## src/rtl/asq_pkg.sv

```systemverilog
package asq_pkg;

  localparam int unsigned NUM_W    = 32;
  localparam int unsigned ROOT_W   = 17;
  localparam int unsigned GUESS_W  = 17;
  localparam int unsigned FRAC_W   = 23;
  localparam int unsigned EXP_W    = 8;
  localparam int unsigned EXP_BIAS = 127;
  localparam int unsigned POS_W    = 5;

  // Added to the single-precision pattern before the halving shift.
  localparam logic [NUM_W-1:0] SQRT_MAGIC = 32'h3f7a63d7;

  // Largest biased exponent whose truncated value still fits in GUESS_W bits.
  localparam logic [EXP_W-1:0] EXP_GUESS_MAX = EXP_W'(EXP_BIAS + GUESS_W - 1);
  // Biased exponent at which the 24-bit significand is an integer.
  localparam logic [EXP_W-1:0] EXP_INT = EXP_W'(EXP_BIAS + FRAC_W);

  // One restoring-division step per quotient bit.
  localparam int unsigned DIV_STEPS = NUM_W;

  // Number and its single-precision bit pattern.
  typedef struct packed {
    logic [NUM_W-1:0] number;
    logic [NUM_W-1:0] bits;
  } fcv_t;

  // Number and its integer first guess.
  typedef struct packed {
    logic [NUM_W-1:0]   number;
    logic [GUESS_W-1:0] guess;
  } gss_t;

endpackage

```

## src/rtl/asq_fcvt.sv

```systemverilog
module asq_fcvt (
  input  logic                         clk,
  input  logic                         rst_n,
  input  logic                         in_valid,
  output logic                         in_ready,
  input  logic [asq_pkg::NUM_W-1:0]    in_number,
  output logic                         out_valid,
  input  logic                         out_ready,
  output asq_pkg::fcv_t                out_data
);

  // Stage 1 finds the leading one, stage 2 normalizes and rounds.
  logic                         s1_valid_r;
  logic [asq_pkg::NUM_W-1:0]    s1_number_r;
  logic [asq_pkg::POS_W-1:0]    s1_pos_r;
  logic                         s1_zero_r;
  logic                         s2_valid_r;
  asq_pkg::fcv_t                s2_data_r;

  logic                         s1_ready;
  logic                         s2_ready;
  logic [asq_pkg::POS_W-1:0]    pos_nxt;
  logic [asq_pkg::NUM_W-1:0]    norm;
  logic                         round_up;
  logic [asq_pkg::NUM_W-1:0]    bits_nxt;

  assign s2_ready = !s2_valid_r || out_ready;
  assign s1_ready = !s1_valid_r || s2_ready;
  assign in_ready = s1_ready;

  always_comb begin
    pos_nxt = '0;
    for (int i = 0; i < asq_pkg::NUM_W; i++) begin
      if (in_number[i]) begin
        pos_nxt = asq_pkg::POS_W'(i);
      end
    end
  end

  // Round to nearest even; a carry out of the fraction bumps the exponent.
  always_comb begin
    norm     = s1_number_r << (asq_pkg::POS_W'(asq_pkg::NUM_W - 1) - s1_pos_r);
    round_up = norm[7] && ((|norm[6:0]) || norm[8]);
    bits_nxt = {1'b0, asq_pkg::EXP_W'(asq_pkg::EXP_BIAS) + asq_pkg::EXP_W'(s1_pos_r),
                {asq_pkg::FRAC_W{1'b0}}}
             + {{(asq_pkg::NUM_W - asq_pkg::FRAC_W){1'b0}}, norm[30:8]}
             + {{(asq_pkg::NUM_W - 1){1'b0}}, round_up};
    if (s1_zero_r) begin
      bits_nxt = '0;
    end
  end

  always_ff @(posedge clk) begin
    if (!rst_n) begin
      s1_valid_r <= 1'b0;
      s2_valid_r <= 1'b0;
    end else begin
      if (s1_ready) begin
        s1_valid_r <= in_valid;
      end
      if (s2_ready) begin
        s2_valid_r <= s1_valid_r;
      end
    end
  end

  always_ff @(posedge clk) begin
    if (s1_ready && in_valid) begin
      s1_number_r <= in_number;
      s1_pos_r    <= pos_nxt;
      s1_zero_r   <= (in_number == '0);
    end
    if (s2_ready && s1_valid_r) begin
      s2_data_r.number <= s1_number_r;
      s2_data_r.bits   <= bits_nxt;
    end
  end

  assign out_valid = s2_valid_r;
  assign out_data  = s2_data_r;

endmodule

```

## src/rtl/asq_guess.sv

```systemverilog
module asq_guess (
  input  logic          clk,
  input  logic          rst_n,
  input  logic          in_valid,
  output logic          in_ready,
  input  asq_pkg::fcv_t in_data,
  output logic          out_valid,
  input  logic          out_ready,
  output asq_pkg::gss_t out_data
);

  // Stage 3 adds the magic constant and halves, stage 4 truncates to an integer.
  logic                         s3_valid_r;
  logic [asq_pkg::NUM_W-1:0]    s3_number_r;
  logic [asq_pkg::NUM_W-2:0]    s3_half_r;
  logic                         s4_valid_r;
  asq_pkg::gss_t                s4_data_r;

  logic                         s3_ready;
  logic                         s4_ready;
  logic [asq_pkg::NUM_W-1:0]    sum;
  logic [asq_pkg::EXP_W-1:0]    expo;
  logic [asq_pkg::FRAC_W:0]     sig;
  logic [asq_pkg::EXP_W-1:0]    shamt;
  logic [asq_pkg::FRAC_W:0]     shifted;
  logic [asq_pkg::GUESS_W-1:0]  guess_nxt;

  assign s4_ready = !s4_valid_r || out_ready;
  assign s3_ready = !s3_valid_r || s4_ready;
  assign in_ready = s3_ready;

  assign sum = in_data.bits + asq_pkg::SQRT_MAGIC;

  // The halved pattern has a clear sign bit, so only the exponent matters.
  always_comb begin
    expo    = s3_half_r[asq_pkg::NUM_W-2:asq_pkg::FRAC_W];
    sig     = {1'b1, s3_half_r[asq_pkg::FRAC_W-1:0]};
    shamt   = asq_pkg::EXP_INT - expo;
    shifted = sig >> shamt[4:0];
    if (expo < asq_pkg::EXP_W'(asq_pkg::EXP_BIAS)) begin
      guess_nxt = '0;
    end else if (expo > asq_pkg::EXP_GUESS_MAX) begin
      // Cannot happen for a 32-bit number; the guess stays below 2^16.
      guess_nxt = '1;
    end else begin
      guess_nxt = shifted[asq_pkg::GUESS_W-1:0];
    end
  end

  always_ff @(posedge clk) begin
    if (!rst_n) begin
      s3_valid_r <= 1'b0;
      s4_valid_r <= 1'b0;
    end else begin
      if (s3_ready) begin
        s3_valid_r <= in_valid;
      end
      if (s4_ready) begin
        s4_valid_r <= s3_valid_r;
      end
    end
  end

  always_ff @(posedge clk) begin
    if (s3_ready && in_valid) begin
      s3_number_r <= in_data.number;
      s3_half_r   <= sum[asq_pkg::NUM_W-1:1];
    end
    if (s4_ready && s3_valid_r) begin
      s4_data_r.number <= s3_number_r;
      s4_data_r.guess  <= guess_nxt;
    end
  end

  assign out_valid = s4_valid_r;
  assign out_data  = s4_data_r;

endmodule

```

## src/rtl/asq_div.sv

```systemverilog
module asq_div (
  input  logic                        clk,
  input  logic                        rst_n,
  input  logic                        in_valid,
  output logic                        in_ready,
  input  asq_pkg::gss_t               in_data,
  output logic                        out_valid,
  input  logic                        out_ready,
  output logic [asq_pkg::ROOT_W-1:0]  out_root
);

  localparam int unsigned STEPS = asq_pkg::DIV_STEPS;
  localparam int unsigned DW    = asq_pkg::NUM_W;
  localparam int unsigned GW    = asq_pkg::GUESS_W;

  // Each step holds a word that starts as the dividend; its top bit moves into
  // the partial remainder and the new quotient bit enters at the bottom, so
  // after the last step the word is the quotient.
  logic [STEPS-1:0]   v_r;
  logic [STEPS-1:0]   rdy;
  logic [DW-1:0]      wrd_r  [STEPS];
  logic [GW-1:0]      rem_r  [STEPS];
  logic [GW-1:0]      gs_r   [STEPS];
  logic [STEPS-1:0]   zero_r;
  logic [STEPS-1:0]   n0_r;

  logic                 fin_valid_r;
  logic [asq_pkg::ROOT_W-1:0] fin_root_r;
  logic                 fin_ready;
  logic [DW:0]          fin_sum;

  assign fin_ready = !fin_valid_r || out_ready;
  assign in_ready  = rdy[0];

  for (genvar g = 0; g < STEPS; g++) begin : g_step
    logic            src_v;
    logic [DW-1:0]   src_wrd;
    logic [GW-1:0]   src_rem;
    logic [GW-1:0]   src_gs;
    logic            src_zero;
    logic            src_n0;
    logic            nxt_rdy;
    logic [GW:0]     rem_sh;
    logic [GW:0]     diff;
    logic            qbit;

    if (g == 0) begin : g_head
      assign src_v    = in_valid;
      assign src_wrd  = in_data.number;
      assign src_rem  = '0;
      assign src_gs   = in_data.guess;
      assign src_zero = (in_data.guess == '0);
      assign src_n0   = in_data.number[0];
    end else begin : g_body
      assign src_v    = v_r[g-1];
      assign src_wrd  = wrd_r[g-1];
      assign src_rem  = rem_r[g-1];
      assign src_gs   = gs_r[g-1];
      assign src_zero = zero_r[g-1];
      assign src_n0   = n0_r[g-1];
    end

    if (g == STEPS - 1) begin : g_last
      assign nxt_rdy = fin_ready;
    end else begin : g_mid
      assign nxt_rdy = rdy[g+1];
    end

    assign rdy[g]  = !v_r[g] || nxt_rdy;
    assign rem_sh  = {src_rem, src_wrd[DW-1]};
    assign diff    = rem_sh - {1'b0, src_gs};
    assign qbit    = !diff[GW];

    always_ff @(posedge clk) begin
      if (!rst_n) begin
        v_r[g] <= 1'b0;
      end else if (rdy[g]) begin
        v_r[g] <= src_v;
      end
    end

    always_ff @(posedge clk) begin
      if (rdy[g] && src_v) begin
        wrd_r[g]  <= {src_wrd[DW-2:0], qbit};
        rem_r[g]  <= qbit ? diff[GW-1:0] : rem_sh[GW-1:0];
        gs_r[g]   <= src_gs;
        zero_r[g] <= src_zero;
        n0_r[g]   <= src_n0;
      end
    end
  end

  assign fin_sum = {{(DW + 1 - GW){1'b0}}, gs_r[STEPS-1]} + {1'b0, wrd_r[STEPS-1]};

  always_ff @(posedge clk) begin
    if (!rst_n) begin
      fin_valid_r <= 1'b0;
    end else if (fin_ready) begin
      fin_valid_r <= v_r[STEPS-1];
    end
  end

  // A zero guess only comes from the numbers 0 and 1, which are their own root.
  always_ff @(posedge clk) begin
    if (fin_ready && v_r[STEPS-1]) begin
      if (zero_r[STEPS-1]) begin
        fin_root_r <= {{(asq_pkg::ROOT_W - 1){1'b0}}, n0_r[STEPS-1]};
      end else begin
        fin_root_r <= fin_sum[asq_pkg::ROOT_W:1];
      end
    end
  end

  assign out_valid = fin_valid_r;
  assign out_root  = fin_root_r;

endmodule

```

## src/rtl/approx_integer_sqrt.sv

```systemverilog
// Channel   Direction  Handshake            Payload
// in_       input      in_valid/in_ready    in_number  [31:0] unsigned
// out_      output     out_valid/out_ready  out_root   [16:0] unsigned
//
// Every beat passes 37 register stages: two stages of float conversion, two
// stages for the magic add and truncation, 32 stages of restoring division (one
// quotient bit per stage) and one output register. The first stage loads at the
// accepting edge; out_root is driven from the output register.
// A new beat is accepted every cycle while the output side keeps taking.
// rst_n is synchronous and clears only the valid bits; payload is not reset.
// Each stage moves when it is empty or the stage after it moves, so a stalled
// output holds its beat while earlier empty stages still fill up.
module approx_integer_sqrt (
  input  logic                        clk,
  input  logic                        rst_n,
  input  logic                        in_valid,
  output logic                        in_ready,
  input  logic [asq_pkg::NUM_W-1:0]   in_number,
  output logic                        out_valid,
  input  logic                        out_ready,
  output logic [asq_pkg::ROOT_W-1:0]  out_root
);

  // Conversion of the number to its single-precision bit pattern.
  logic          fcv_valid;
  logic          fcv_ready;
  asq_pkg::fcv_t fcv_data;

  // Integer first guess from the bit hack.
  logic          gss_valid;
  logic          gss_ready;
  asq_pkg::gss_t gss_data;

  asq_fcvt u_fcvt (
    .clk       (clk),
    .rst_n     (rst_n),
    .in_valid  (in_valid),
    .in_ready  (in_ready),
    .in_number (in_number),
    .out_valid (fcv_valid),
    .out_ready (fcv_ready),
    .out_data  (fcv_data)
  );

  asq_guess u_guess (
    .clk       (clk),
    .rst_n     (rst_n),
    .in_valid  (fcv_valid),
    .in_ready  (fcv_ready),
    .in_data   (fcv_data),
    .out_valid (gss_valid),
    .out_ready (gss_ready),
    .out_data  (gss_data)
  );

  // The Newton step: number / guess through the division pipeline, then the
  // average of guess and quotient in the output register.
  asq_div u_div (
    .clk       (clk),
    .rst_n     (rst_n),
    .in_valid  (gss_valid),
    .in_ready  (gss_ready),
    .in_data   (gss_data),
    .out_valid (out_valid),
    .out_ready (out_ready),
    .out_root  (out_root)
  );

endmodule

```

## config.mk

```make
export PLATFORM = sky130hd
export DESIGN_NAME = approx_integer_sqrt
export DESIGN_NICKNAME = d
export VERILOG_FILES = /design/src/rtl/asq_pkg.sv /design/src/rtl/asq_fcvt.sv /design/src/rtl/asq_guess.sv /design/src/rtl/asq_div.sv /design/src/rtl/approx_integer_sqrt.sv
export SDC_FILE = /design/constraint.sdc
export NUM_CORES = 2
export LEC_CHECK = 0
export BUFFER_PORTS_ARGS = -buffer_cell sky130_fd_sc_hd__buf_2
export CAP_MARGIN = 20
export CELL_PAD_IN_SITES_DETAIL_PLACEMENT = 1
export CELL_PAD_IN_SITES_GLOBAL_PLACEMENT = 1
export CORE_ASPECT_RATIO = 1.25
export CORE_UTILIZATION = 58
export DETAILED_ROUTE_END_ITERATION = 16
export GPL_ROUTABILITY_DRIVEN = 0
export GPL_TIMING_DRIVEN = 1
export MAX_ROUTING_LAYER = met4
export PLACE_DENSITY = 0.88
export SYNTH_ARGS = -nofsm -noshare
export SYNTH_HDL_FRONTEND = slang
export SYNTH_SLANG_ARGS = --single-unit
```

## constraint.sdc

```tcl
create_clock -name clk -period 18.9 [get_ports clk]
set_input_delay 2.835 -clock clk [delete_from_list [all_inputs] [get_ports clk]]
set_output_delay 2.835 -clock clk [all_outputs]
set_load 0.02 [all_outputs]
```

After elaboration in Yosys (flattened, before gate mapping)
Memory sizes are Yosys's and may differ from the RTL's.
Cells that the tools add are included.
{"block": "word_totals", "ff_bits": 332, "inputBits": 36, "mem_bits_rw": 2112, "elab_cells": 442, "mem_count": 3, "output_inout_bits": 19}
{"block": "classes", "n_mux": 128, "n_addsub": 39, "order_cmp": 2, "shift": 2, "reduce_logical": 152}
{"memory": "u_div.wrd_r", "words": 32, "word_bits": 32, "read_ports": 32, "rd_ports_with_merged_regs": 0, "wr": 32, "line_no": "asq_div.sv:21", "source": "logic [DW-1:0] wrd_r [STEPS];"}
{"memory": "u_div.gs_r", "words": 32, "word_bits": 17, "read_ports": 32, "rd_ports_with_merged_regs": 0, "wr": 32, "line_no": "asq_div.sv:23", "source": "logic [GW-1:0] gs_r [STEPS];"}
{"memory": "u_div.rem_r", "words": 32, "word_bits": 17, "read_ports": 31, "rd_ports_with_merged_regs": 0, "wr": 32, "line_no": "asq_div.sv:22", "source": "logic [GW-1:0] rem_r [STEPS];"}
{"op": "two-way mux 17 bit", "n": 33}
{"op": "subtractor 18 x 17 -> 18 bit", "n": 31}
{"op": "zero test 1 bit", "n": 69}
{"op": "two-way mux 1 bit", "n": 67}
{"op": "two-way mux 4 bit", "n": 16}
{"op": "logical AND 1 bit", "n": 38}
{"op": "logical OR 1 bit", "n": 38}
{"op": "adder 31 x 23 -> 32 bit", "n": 1}
{"op": "adder 32 x 1 -> 32 bit", "n": 1}
{"op": "adder 32 x 30 -> 32 bit, second input constant", "n": 1}
{"op": "zero test 32 bit", "n": 1}
{"op": "<< shifter 32 x 5 -> 31 bit", "n": 1}
{"op": "two-way mux 3 bit", "n": 8}
{"op": ">> shifter 24 x 5 -> 17 bit", "n": 1}
{"op": "adder 17 x 18 -> 18 bit", "n": 1}
{"op": "subtractor 1 x 17 -> 18 bit", "n": 1}
{"op": "zero test 17 bit", "n": 1}
{"op": "OR reduction 16 bit", "n": 1}
{"op": "subtractor 5 bit, first input constant", "n": 2}
{"op": "adder 7 x 5 -> 8 bit, first input constant", "n": 1}
{"op": "greater-than comparator 8 bit, second input constant", "n": 1}
{"op": "< comparator 8 x 7 -> 1 bit, second input constant", "n": 1}
{"op": "two-way mux 2 bit", "n": 4}
{"op": "OR reduction 8 bit", "n": 1}
{"op": "3 further kinds", "n": 3}

Logic depth before layout (Yosys ltp)
{"block": "logic_depth", "word_depth": 39, "ltp_mapped": 13, "mapped_depth_nobuf": 12}

Hierarchy
Synthesis repeated with hierarchy kept, for this count alone.
{"block": "unflattened", "hier_cells": 7524, "area_unflattened_um2": 101299.7}
{"mod": "asq_div", "seq_area_each_um2": 54352.1, "instances": 1, "area_per_inst_um2": 89412.0, "cells_each": 6588}
{"mod": "asq_fcvt", "seq_area_each_um2": 3103.0, "instances": 1, "area_per_inst_um2": 6394.9, "cells_each": 514}
{"mod": "asq_guess", "seq_area_each_um2": 3403.3, "instances": 1, "area_per_inst_um2": 5492.8, "cells_each": 422}

Worst setup path before layout
OpenSTA, ideal clock, no wires.
{"block": "synth_timing", "kind": "input port to flip-flop", "startpoint": "in out_ready", "endpoint": "reg u_guess.s3_half_r[0] (netlist name), enable pin", "path_slack_ns": 9.600, "arrival_time_ns": 8.720, "required_time_ns": 18.320, "stages": 9, "path_buffers": 1, "setup_time_ns": 0.580, "path_cell_list": "and4b_1 -> and4_1 -> nand4_1 -> nor2_1 -> nor4b_1 -> and3_1 -> and2_1 -> clkbuf_1 -> a21boi_0"}
{"block": "synth_between", "elab_chain_cells": 36}
{"item": "from (decl)", "line_no": "approx_integer_sqrt.sv:20", "source": "input logic out_ready,"}
{"item": "logical OR 1 bit", "line_no": "asq_div.sv:32", "source": "assign fin_ready = !fin_valid_r || out_ready;"}
{"item": "logical OR 1 bit (32 in series)", "line_no": "asq_div.sv:69", "source": "assign rdy[g] = !v_r[g] || nxt_rdy;"}
{"item": "logical OR 1 bit", "line_no": "asq_guess.sv:28", "source": "assign s4_ready = !s4_valid_r || out_ready;"}
{"item": "logical OR 1 bit", "line_no": "asq_guess.sv:29", "source": "assign s3_ready = !s3_valid_r || s4_ready;"}
{"item": "logical AND 1 bit", "line_no": "asq_guess.sv:65", "source": "if (s3_ready && in_valid) begin"}
{"item": "to (signal assigned)", "line_no": "asq_guess.sv:67", "source": "s3_half_r <= sum[asq_pkg::NUM_W-1:1];"}
{"item": "to (decl)", "line_no": "asq_guess.sv:15", "source": "logic [asq_pkg::NUM_W-2:0] s3_half_r;"}
No other way between the ends.
A chain may end at the register's enable or synchronous reset.

Worst setup path in the final report
{"block": "layout_timing", "startpoint": "in out_ready", "endpoint": "out in_ready"}
{"block": "layout_between", "elab_chain_cells": 37}
{"item": "logical OR 1 bit", "line_no": "asq_div.sv:32"}
{"item": "logical OR 1 bit (32 in series)", "line_no": "asq_div.sv:69"}
{"item": "logical OR 1 bit", "line_no": "asq_guess.sv:28"}
{"item": "logical OR 1 bit", "line_no": "asq_guess.sv:29"}
{"item": "logical OR 1 bit", "line_no": "asq_fcvt.sv:27", "source": "assign s2_ready = !s2_valid_r || out_ready;"}
{"item": "logical OR 1 bit", "line_no": "asq_fcvt.sv:28", "source": "assign s1_ready = !s1_valid_r || s2_ready;"}
{"item": "to (decl)", "line_no": "approx_integer_sqrt.sv:17", "source": "output logic in_ready,"}
No other way between the ends.

==> impl_metrics.json <==
{
  "min_to": "u_div.wrd_r[0][349]",
  "synthXorXnorAreaFrac": 0.04485,
  "synth.area.top_cells": "edfxtp_1 (60%), ha_1 (6.9%), mux2_2 (4.4%)",
  "rsz0062_at_grt": "false",
  "final_layout_size_suffix_gt1_frac": 0.1297,
  "timing.final.crit_share": 0.5120,
  "post_cts_buffers": 0,
  "finalMaxSlewViolations": 0,
  "muxShareOfSynthArea": 0.06748,
  "core-area_um2": 170000,
  "area_growth_pct": 10.69,
  "wl_per_cell_um": 29.34,
  "outcome": "complete, no violations",
  "drt-initial-drc-count": 6022,
  "cts.sinks": 2039,
  "p_leak_nw": 41.24,
  "crit_path_start_kind": "primary input",
  "ios": 55,
  "dieArea_um2": 173300,
  "finalCriticalPeriod_ps": 9677,
  "dp_slack_ps": 9497,
  "ys_top_cells_by_count": "edfxtp_1 (2002), inv_1 (738), ha_1 (551), nor2_1 (442), mux2_2 (389)",
  "final_antenna_net_count": 0,
  "synth_most_common_cell": "edfxtp_1",
  "synth_adder_area_share": 0.07548,
  "cts_tree": "done",
  "r2r_setup_slack_ps": 13810,
  "antenna_found_initial": 7,
  "synth_top_area_cell": "edfxtp_1",
  "drc": 0,
  "numCtsBuffers": 195,
  "grt_pass1_vias": 72047,
  "worstSetupEndpointType": "output port",
  "ys.flop_type": "edfxtp_1",
  "power_density_nw_per_um2": 85.74,
  "synth_compound_area_frac": 0.09868,
  "netlist_area_um2": 99560,
  "overflow": 0,
  "clk_pin_slew_ps": 60,
  "r2r-start": "u_div.v_r[31]",
  "min_from": "u_div.wrd_r[0][316]",
  "synth_cell_type_count": 94,
  "fmax_mhz": 103.3,
  "crit_fanout": 6,
  "die_x_um": 372.6,
  "synth_edf_count": 2002,
  "arrival_ps": 6840,
  "grt_pass1_wl_mm": 438.6,
  "clock_path_buffers": 3,
  "netlist_instances": 7323,
  "hold_viol": 0,
  "hold_depth": 0,
  "tightestPinTransition_ps": 1157,
  "syn_avg_cell_area_um2": 13.60,
  "synth_top_family_by_area": "compound AO/OA/AOI/OAI gates",
  "yosysTopAreaCellShare": 0.6038,
  "drv_cap": 0,
  "tns_ps": 0,
  "setup_viol": 0,
  "reg2reg_depth": 9,
  "hold_class": "reg -> reg",
  "synth-async-reset-ratio": 0,
  "rows": 169,
  "slew_headroom": 0.2228,
  "finalCoreUtilization": 0.6483,
  "grt_usage": 0.3439,
  "fp.dieH_um": 465.2,
  "seq_area_frac_synth": 0.6113,
  "vias": 65641,
  "root_buffer": "clkbuf_16",
  "io_buffers": 54,
  "fillers": 15680,
  "clk_latency_ps": 880,
  "fin_ws_ps": 9223,
  "cts_max_level": 4,
  "detailed_place_hpwl_mm": 179.8,
  "cp_data_required_time_ps": 16070,
  "cts_resized": 0,
  "synth-simple-area-share": 0.06958,
  "viasPerCell": 6.586,
  "reg2reg_to": "u_fcvt.s1_number_r[14]",
  "postCtsHoldBufs": 0,
  "ys_seq_elements": 2039,
  "grt_start_max_net_pins": 67,
  "num-nets-final": 8197,
  "irDropWorstVdd_v": 0.0001049,
  "skew_ps": 85.10,
  "drt_first_pass_iters": 6,
  "initial_core_util": 0.5856,
  "yosys_warnings": 0,
  "wl_mm": 292.4,
  "path_class": "in -> out"
}
[layout by cell type (no fill, tap or decap), types with 158 or more instances in the layout]
cell,count
inv_1,738
nand2_1,201
clkbuf_16,196
o21a_1,158
o21ai_0,296
xnor2_1,308
ha_1,551
a21oi_1,385
xor2_1,176
nor2_1,440
mux2_2,389
edfxtp_1,2002
[worst max-delay path, cell delays in order]
cell and delay, ps:
buf_2 120, and4b_1 550, and4_1 510, nand3_1 160, nor2_1 420, nand2_1 160
nor4_1 780, and3_1 400, and3_1 310, nand4_1 300, buf_2 280
[state kept, by name, indices dropped and copies added, names as in the netlist, 5 cells and up]
signal	cells
u_div.wrd_r	667
u_div.gs_r	544
u_div.rem_r	527
u_fcvt.out_data	64
u_guess.out_data	49
u_fcvt.s1_number_r	32
u_guess.s3_number_r	32
u_div.g_step.src_v	31
u_div.g_step.src_zero	31
u_guess.s3_half_r	31
u_div.out_root	17
u_fcvt.s1_pos_r	5
[logic make-up (layout without fill, tap and decap cells)]
logic type | after synthesis | in the layout
flops | 2039 | 2039
compound gates | 1450 | 1450
xor+xnor | 509 | 509
other cells | 1 | 12
mux | 545 | 545
fa+ha+maj | 582 | 582
buf+inv | 818 | 1228
simple gates | 1379 | 1379
[metrics by stage]
stage          hold WS (ps)  instances  instance area (um^2)  total power, mW
6_report              394.8       9967                110200            9.450
2_1_floorplan         400.3       7330                 99590            5.176
4_1_cts               406.1       9950                110000            9.454
5_1_grt               412.1       9966                110200            9.601
3_3_place_gp          400.3       9588                103100            5.218
3_5_place_dp          405.2       9592                103100            5.235
[worst max-delay path by stage]
stage | from | end | slack [ps] | cells past startpoint
floorplan | out_ready | u_guess.s3_half_r[0] | 9600 | 9
global placement | out_ready | in_ready | 9620 | 11
detailed placement | out_ready | in_ready | 9500 | 11
CTS | out_ready | in_ready | 9350 | 11
global route | out_ready | in_ready | 9210 | 11
finish | out_ready | in_ready | 9220 | 11
[power by group]
group	total (mW)	switching (mW)	leakage (nW)	internal, mW
Combinational	0.195	0.122	19.6	0.0734
Clock	4.29	1.89	3.29	2.40
Sequential	4.96	0.0308	18.3	4.93
[routing by layer]
metal,vias up,track usage,share of wire
met5,-,-,0
met4,0,0.2064,0.069
met3,1305,0.05044,0.058
met2,3383,0.6161,0.54
met1,33051,0.3519,0.34
li1,27902,-,-
[layout make-up]
class                           count  area [um^2]  share of cell area
Multi-Input combinational cell   4473        35960              0.3263
Antenna cell                        4        10.01          0.00009082
Tap cell                         2223         2781             0.02524
Inverter                          741         2781             0.02524
Clock inverter                    129         1808             0.01641
Clock buffer                      229         5069             0.04599
Timing Repair Buffer              129        945.9            0.008583
Sequential cell                  2039        60860              0.5522
(Power assumes the default switching activity.)
